`src/rtl/tdpt_pkg.sv`:
```
// Shared types for the trial-division prime test: controller states and command/status bundles.
`timescale 1ns / 1ps

package tdpt_pkg;

    typedef enum logic [1:0] {
        ST_IDLE,
        ST_DIV,
        ST_CHECK,
        ST_FINISH
    } t_state;

    // Commands from the controller to the datapath.
    typedef struct packed {
        logic load;        // capture candidate, start first division with divisor 3
        logic step;        // one restoring-division step
        logic next_div;    // advance divisor by two, restart division
        logic set_verdict; // latch verdict from the current check
        logic verdict;
        logic publish;     // move verdict into the output register
    } t_dp_cmd;

    // Status from the datapath to the controller.
    typedef struct packed {
        logic trivial;   // candidate settled without division (two, below two, or even)
        logic div_last;  // current step is the last of this division
        logic bound_hit; // divisor exceeds quotient: divisor squared exceeds value
        logic rem_zero;  // remainder of the finished division is zero
    } t_dp_sts;

endpackage

```
`src/rtl/trial_division_prime_test_unit.sv`:
```
// Top level of the trial-division prime test: controller plus divider datapath.
// Two, values below two and even values are settled without division; otherwise
//   odd divisors are tried in turn (3, 5, ... up to sqrt).
// Each divisor costs VALUE_BITS restoring-division steps followed by a check;
//   worst case at VALUE_BITS = 31 is about 23170 divisors.
// One transaction in flight; a new one is taken once the verdict is in the output register.
// Reset (synchronous, active low) clears controller state and the output valid.
`timescale 1ns / 1ps

module trial_division_prime_test_unit #(
    parameter int VALUE_BITS = 31
) (
    input  logic                  i_clk,
    input  logic                  i_rst_n,
    // input transaction
    input  logic                  i_valid,
    output logic                  o_stall,
    input  logic [VALUE_BITS-1:0] i_candidate,
    // result transaction
    output logic                  o_valid,
    input  logic                  i_stall,
    output logic                  o_is_prime
);

    // Command and status bundles between the controller and the datapath.
    tdpt_pkg::t_dp_cmd cmd;
    tdpt_pkg::t_dp_sts sts;

    // Controller: idle, divide, check, finish. Hold the verdict until the
    // output register is free, then publish it and drop back to idle.
    tdpt_ctrl u_ctrl (
        .i_clk   (i_clk),
        .i_rst_n (i_rst_n),
        .i_valid (i_valid),
        .o_stall (o_stall),
        .o_valid (o_valid),
        .i_stall (i_stall),
        .i_sts   (sts),
        .o_cmd   (cmd)
    );

    // Datapath: the quotient register doubles as the dividend shift register,
    // so one pass yields both the bound test (divisor > quotient) and the
    // remainder test.
    tdpt_dp #(
        .VALUE_BITS (VALUE_BITS)
    ) u_dp (
        .i_clk       (i_clk),
        .i_candidate (i_candidate),
        .i_cmd       (cmd),
        .o_sts       (sts),
        .o_is_prime  (o_is_prime)
    );

    // An accepted transaction keeps the input side stalled in the next cycle.
    a_busy_after_accept: assert property (@(posedge i_clk) disable iff (!i_rst_n)
        (i_valid && !o_stall) |=> o_stall)
        else $error("input not stalled after accepting a transaction");

    // Only one datapath command kind is issued per cycle.
    a_one_command: assert property (@(posedge i_clk) disable iff (!i_rst_n)
        $countones({cmd.load, cmd.step, cmd.next_div, cmd.publish}) <= 1)
        else $error("conflicting datapath commands");

    // A published verdict shows up as a valid result in the next cycle.
    a_publish_valid: assert property (@(posedge i_clk) disable iff (!i_rst_n)
        cmd.publish |=> o_valid)
        else $error("published verdict not presented");

    // Never publish over a result that is still stalled at the output.
    a_no_overwrite: assert property (@(posedge i_clk) disable iff (!i_rst_n)
        cmd.publish |-> (!o_valid || !i_stall))
        else $error("output register overwritten while stalled");

endmodule

```
`src/rtl/tdpt_dp.sv`:
```
// Datapath: candidate, trial divisor and a bit-serial restoring divider.
`timescale 1ns / 1ps

module tdpt_dp #(
    parameter int VALUE_BITS = 31
) (
    input  logic                    i_clk,
    input  logic [VALUE_BITS-1:0]   i_candidate,
    input  tdpt_pkg::t_dp_cmd       i_cmd,
    output tdpt_pkg::t_dp_sts       o_sts,
    output logic                    o_is_prime
);

    localparam int CNT_W = $clog2(VALUE_BITS);

    logic [VALUE_BITS-1:0] r_value;
    logic [VALUE_BITS-1:0] r_div;
    logic [VALUE_BITS-1:0] r_quo;   // dividend shifts out, quotient shifts in
    logic [VALUE_BITS-1:0] r_rem;
    logic [CNT_W-1:0]      r_cnt;
    logic                  r_verdict;
    logic                  r_is_prime;

    logic [VALUE_BITS:0]   rem_sh;
    logic [VALUE_BITS:0]   diff;
    logic                  q_bit;
    logic                  cand_two;

    assign rem_sh = {r_rem, r_quo[VALUE_BITS-1]};
    assign diff   = rem_sh - {1'b0, r_div};
    assign q_bit  = (rem_sh >= {1'b0, r_div});

    assign cand_two = (i_candidate == VALUE_BITS'(2));

    assign o_sts.trivial   = cand_two || (i_candidate < VALUE_BITS'(2)) || !i_candidate[0];
    assign o_sts.div_last  = (r_cnt == '0);
    assign o_sts.bound_hit = (r_div > r_quo);
    assign o_sts.rem_zero  = (r_rem == '0);

    always_ff @(posedge i_clk) begin
        if (i_cmd.load) begin
            r_value   <= i_candidate;
            r_div     <= VALUE_BITS'(3);
            r_quo     <= i_candidate;
            r_rem     <= '0;
            r_cnt     <= CNT_W'(VALUE_BITS - 1);
            r_verdict <= cand_two;
        end else if (i_cmd.step) begin
            r_quo <= {r_quo[VALUE_BITS-2:0], q_bit};
            r_rem <= q_bit ? diff[VALUE_BITS-1:0] : rem_sh[VALUE_BITS-1:0];
            r_cnt <= r_cnt - CNT_W'(1);
        end else if (i_cmd.next_div) begin
            r_div <= r_div + VALUE_BITS'(2);
            r_quo <= r_value;
            r_rem <= '0;
            r_cnt <= CNT_W'(VALUE_BITS - 1);
        end
        if (i_cmd.set_verdict) begin
            r_verdict <= i_cmd.verdict;
        end
        if (i_cmd.publish) begin
            r_is_prime <= r_verdict;
        end
    end

    assign o_is_prime = r_is_prime;

endmodule

```
`src/rtl/tdpt_ctrl.sv`:
```
// Controller: sequences trial divisions and manages the output register handshake.
`timescale 1ns / 1ps

module tdpt_ctrl (
    input  logic              i_clk,
    input  logic              i_rst_n,
    input  logic              i_valid,
    output logic              o_stall,
    output logic              o_valid,
    input  logic              i_stall,
    input  tdpt_pkg::t_dp_sts i_sts,
    output tdpt_pkg::t_dp_cmd o_cmd
);

    tdpt_pkg::t_state r_state;
    tdpt_pkg::t_state n_state;
    logic             r_out_valid;
    logic             n_out_valid;
    logic             out_free;
    logic             accept;
    logic             settled;

    assign out_free = !r_out_valid || !i_stall;
    assign accept   = i_valid && (r_state == tdpt_pkg::ST_IDLE);
    assign settled  = i_sts.bound_hit || i_sts.rem_zero;

    always_comb begin
        n_state = r_state;
        unique case (r_state)
            tdpt_pkg::ST_IDLE: begin
                if (i_valid) begin
                    n_state = i_sts.trivial ? tdpt_pkg::ST_FINISH : tdpt_pkg::ST_DIV;
                end
            end
            tdpt_pkg::ST_DIV: begin
                if (i_sts.div_last) begin
                    n_state = tdpt_pkg::ST_CHECK;
                end
            end
            tdpt_pkg::ST_CHECK: begin
                n_state = settled ? tdpt_pkg::ST_FINISH : tdpt_pkg::ST_DIV;
            end
            tdpt_pkg::ST_FINISH: begin
                if (out_free) begin
                    n_state = tdpt_pkg::ST_IDLE;
                end
            end
            default: n_state = tdpt_pkg::ST_IDLE;
        endcase
    end

    always_comb begin
        o_cmd = '0;
        unique case (r_state)
            tdpt_pkg::ST_IDLE: begin
                o_cmd.load = accept;
            end
            tdpt_pkg::ST_DIV: begin
                o_cmd.step = 1'b1;
            end
            tdpt_pkg::ST_CHECK: begin
                o_cmd.next_div    = !settled;
                o_cmd.set_verdict = settled;
                o_cmd.verdict     = i_sts.bound_hit;
            end
            tdpt_pkg::ST_FINISH: begin
                o_cmd.publish = out_free;
            end
            default: o_cmd = '0;
        endcase
    end

    always_comb begin
        if (o_cmd.publish) begin
            n_out_valid = 1'b1;
        end else begin
            n_out_valid = r_out_valid && i_stall;
        end
    end

    always_ff @(posedge i_clk) begin
        if (!i_rst_n) begin
            r_state     <= tdpt_pkg::ST_IDLE;
            r_out_valid <= 1'b0;
        end else begin
            r_state     <= n_state;
            r_out_valid <= n_out_valid;
        end
    end

    assign o_stall = (r_state != tdpt_pkg::ST_IDLE);
    assign o_valid = r_out_valid;

endmodule
```
`config.mk`:
```
export PLATFORM = sky130hd
export DESIGN_NAME = trial_division_prime_test_unit
export DESIGN_NICKNAME = d
export VERILOG_FILES = /design/src/rtl/tdpt_pkg.sv /design/src/rtl/trial_division_prime_test_unit.sv /design/src/rtl/tdpt_dp.sv /design/src/rtl/tdpt_ctrl.sv
export SDC_FILE = /design/constraint.sdc
export NUM_CORES = 1
export LEC_CHECK = 0
export BUFFER_PORTS_ARGS = -buffer_cell sky130_fd_sc_hd__clkbuf_2
export CORE_ASPECT_RATIO = 1.5
export CORE_MARGIN = 5
export CORE_UTILIZATION = 30
export CTS_CLUSTER_DIAMETER = 50
export DETAILED_ROUTE_END_ITERATION = 10
export GPL_TIMING_DRIVEN = 0
export MAX_ROUTING_LAYER = met4
export PLACE_DENSITY_LB_ADDON = 0.3
export SLEW_MARGIN = 20
export SYNTH_ARGS = -nofsm -noshare
export SYNTH_HDL_FRONTEND = slang
export SYNTH_SLANG_ARGS = --single-unit
```
`constraint.sdc`:
```
create_clock -name i_clk -period 2.91 [get_ports i_clk]
set_input_delay 0.1455 -clock i_clk [delete_from_list [all_inputs] [get_ports i_clk]]
set_output_delay 0.1455 -clock i_clk [all_outputs]
set_load 0.1 [all_outputs]
```
==> metrics.md <==
| Metric | Value |
|---|---|
| Status | finished clean |
| Largest net degree at the start of global routing | 24 |
| Maxcap violations | 0 |
| Inst Count DP | 1,302 |
| CTS tree | built |
| WS Path Type | reg2reg |
| Reg2Reg Setup Slack | around 0.051 ns |
| Crit. End Element | flip-flop |
| Top post-synthesis cells by count | nand2_1, nor2_1, inv_1, dfxtp_1 |
| Longest Clk Path Bufs | 2 |
| Clock Tree Root | clkbuf_16 |
| RSZ-0062 raised after global routing | true |
| Die Span Y | approximately 210 um |
| Synth area leaders | edfxtp_1, dfxtp_1, ha_1, nand2_1, xnor2_1 |
| Post-Synth Simple-Gate Area | roughly 18% |
| I/O Buffers | 37 |
| FF-to-FF Start | u_dp.r_quo[30] |
| GP Congestion | approximately 0.90 |
| R2r worst-path depth | 12 |
| Final setup violation count | 0 |
| Clk_skew | approximately 0.0070 ns |
| Crit path launch type | flip-flop |
| Crit path cell chain | inv_2 > ha_4 > nand4_1 > buf_4 > nor4_4 > and3_4 > a21oi_4 > buf_6 > a211oi_4 > nand2_2 > or3_1 > a21oi_1 |
| DRT Wirelength | between 20 and 25 mm |
| CTS clk-pin slew, worst paths | about 0.06 ns |
| Drt wl/cell | between 15 and 20 um |
| Core area | ~0.027 mm^2 |
| Initial Utilization | 30.17% |
| First-pass GRT wire length | 37.98 mm |
| Syn Nets | around 1,000 |
| Synth Instances | 922 |
| Initial DRC Count | slightly above 300 |
| # DRC | 0 |
| Std-Cell Rows | 74 |
| Netlist Area Pre-Place | 0.008157 mm^2 |
| Area share of the leading cell type in the synthesized netlist | approximately a quarter |
| Ys async rst share | 0% |
| Die ar. | just over 0.03 mm^2 |
| Crit-path max FO | 6 |
| Slowest stage delay, CP | around 0.37 ns |
| Post-layout minimum cycle time | 2.859 ns |
| Hold crit path type | in2reg |
| Synth Area in XOR/XNOR | around 5.6% |
| Post-synthesis compound-gate area fraction | approximately a fifth |
| Num CTS Buffers | 17 |
| Slew @ Worst Pin | 0.7482 ns |
| Maximum clock rate | about 0.35 GHz |
| DR pass1 iterations | 5 |
| Sequential share of the synthesized area | about two fifths |
| Largest family of logic cells by synthesized area | compound AO/OA/AOI/OAI gates |
| Setup ws final | 0.05141 ns |
| Critical path required time | ~3.3 ns |
| Syn_area_per_cell | 8.847 um^2 |
| Fin cells | about 1,400 |
| Max IR drop VDD | 531.1 uV |
| Ys Warns | 0 |
| WP depth | 12 |
| Worst reg2reg endpoint | u_dp.r_div[22] |
| Share of cells above drive strength 1 | between 10% and 20% |
| GRT Util Overall | 16.43% |
| Vias in the first global route | roughly 7,400 |
| Number of antenna diodes | 0 |
| Total clock sinks | 133 |
| Slowest CP cell | edfxtp_1 |
| Pre-CTS WS | -1.137 ns |
| Post-synth EDFFs | 64 |
| DR vias/cell | between 5 and 6 |
| Slew Viols, Final | 0 |
| Dpl hpwl | roughly 18 mm |
| Post-Synth Adder-Cell Area | 10.06% |
| Horiz. Die Dim | ~140 um |
| Total number of vias | between 7,000 and 8,000 |
| Commonest register cell after synthesis | dfxtp_1 |
| Syn-to-layout area delta | 25.88% |
| Clock network latency to the later pin of the worst-skew pair | around 0.43 ns |
| Most common cell in the netlist | nand2_1 |
| H-tree levels | 4 |
| Setup crit end | u_dp.r_div[22] |
| Final nets | approximately 1,100 |
| Final Hold Vio Count | 0 |
| Initial antenna violation count | 0 |
| Mux share of post-synthesis cell area | less than 1% |
| Crit path DAT | around 3.2 ns |
| Crit path from | u_dp.r_quo[30] |
| Distinct cells, synth | between 60 and 70 |
| Slew headroom | 50.12% |
| I/O Pins | 38 |
| Cell family with most CP delay | simple AND/OR/NAND/NOR gates |
| Synth area leader | edfxtp_1 |
| Synth Register Bits | 133 |
| Leak pwr | slightly above 4 nW |
| GRT overflow | 0 |
| Post-route ant nets | 0 |
| Power Dens Cells | 895.7 mW/mm^2 |
| Worst Path Buf+Inv | 3 |
| Final period util | slightly below 100% |
[through the flow]
stage	power, W	TNS (ns)	util, %	hold WS, ns	area, um^2
6_report	0.009197	0	37.98	0.01448	10270
5_1_grt	0.009781	-0.2625	37.98	0.03035	10270
4_1_cts	0.008987	0	37.00	0.01046	10000
3_5_place_dp	0.006477	-55.96	32.56	0.3590	8802
3_3_place_gp	0.006440	-63.32	32.45	0.3606	8773
2_1_floorplan	0.005460	0	-	0.2444	8160
[logic make-up (layout without fill, tap and decap cells)]
logic type | Yosys count | count (layout)
and+or+nand+nor | 314 | 314
DFF | 133 | 133
adders and majority gates | 65 | 65
muxes | 3 | 3
buffers and inverters | 110 | 244
xor gates and xnor gates | 52 | 52
AOI/OAI and AO/OA | 245 | 245
[tightest hold or removal path, delay by kind of cell]
kind | cells | cell delay (ns)
AOI/OAI and AO/OA | 1 | 0.08
and+or+nand+nor | 1 | 0.08
buffers and inverters | 1 | 0.09
[worst min path at each step]
stage,depth (start not counted),from,slack [ns],endpoint
final,3,i_stall,0.01,u_ctrl.o_valid
after global routing,2,i_stall,0.03,u_dp.o_is_prime
after CTS,3,i_stall,0.01,u_ctrl.o_valid
after detailed placement,1,i_candidate[18],0.36,u_dp.r_value[18]
after global placement,1,i_candidate[13],0.36,u_dp.r_value[13]
after floorplan,0,i_candidate[0],0.24,u_dp.r_value[0]
[power by group]
group	internal (W)	switching [W]
combinational	0.00186	0.00251
sequential	0.00236	0.000264
clock	0.00134	0.000858
[flip-flops by register name, summed over array words and instances, names as in the netlist]
| name | cells |
|---|---|
| u_ctrl.o_valid | 1 |
| u_ctrl.r_state | 2 |
| u_dp.o_is_prime | 1 |
| u_dp.r_cnt | 5 |
| u_dp.r_div | 30 |
| u_dp.r_quo | 31 |
| u_dp.r_rem | 31 |
| u_dp.r_value | 31 |
| u_dp.r_verdict | 1 |
[layer usage]
metal / track usage (%) / vias up / part of all wire (%)
li1: - / 3577 / -
met1: 17.13 / 3356 / 39
met2: 30.19 / 126 / 55
met3: 2.486 / 41 / 2.4
met4: 7.049 / 0 / 3.1
met5: - / - / 0
[area by class of cell]
type	count	area [um^2]
Fill cell	2791	16770
Multi-Input combinational cell	679	4629
Sequential cell	133	3312
Timing Repair Buffer	102	809.5
Clock buffer	19	432.9
Tap cell	342	427.9
Inverter	74	281.5
Buffer	35	209.0
Clock inverter	13	157.7
Timing Repair inverter	1	7.507
[repair_timing]
item	CTS	global route
endpoints found under the setup margin	97	88
gates cloned	1	0
gates resized for setup	27	41
hold buffers	32	0
endpoints found under the hold margin	34	0
pin swaps	12	22
setup buffers	19	13
[layout by cell type (no fill, tap or decap), types with 4 or more instances in the layout]
| cell | instances |
|---|---|
| buf_12 | 4 |
| nor3_1 | 9 |
| o21a_1 | 7 |
| nand4_1 | 23 |
| dlygate4sd3_1 | 32 |
| and2_1 | 6 |
| o211ai_1 | 5 |
| clkbuf_1 | 17 |
| buf_4 | 29 |
| and3_1 | 13 |
| nor2b_1 | 4 |
| a21oi_2 | 5 |
| clkinvlp_4 | 4 |
| edfxtp_1 | 64 |
| ha_1 | 58 |
| a21o_1 | 15 |
| a31oi_1 | 34 |
| o31ai_1 | 7 |
| a22oi_1 | 26 |
| buf_2 | 4 |
| inv_1 | 72 |
| nand3_1 | 23 |
| and4_1 | 4 |
| o21ai_1 | 31 |
| clkbuf_2 | 39 |
| o21ai_0 | 26 |
| a21oi_1 | 50 |
| dfxtp_2 | 4 |
| dfxtp_1 | 64 |
| nand2b_1 | 5 |
| xor2_1 | 14 |
| buf_1 | 5 |
| xnor2_1 | 38 |
| nor2_1 | 82 |
| nor4_1 | 16 |
| buf_6 | 6 |
| clkbuf_16 | 17 |
| nand2_1 | 108 |
Note: power is estimated with default switching activity, not from simulation.
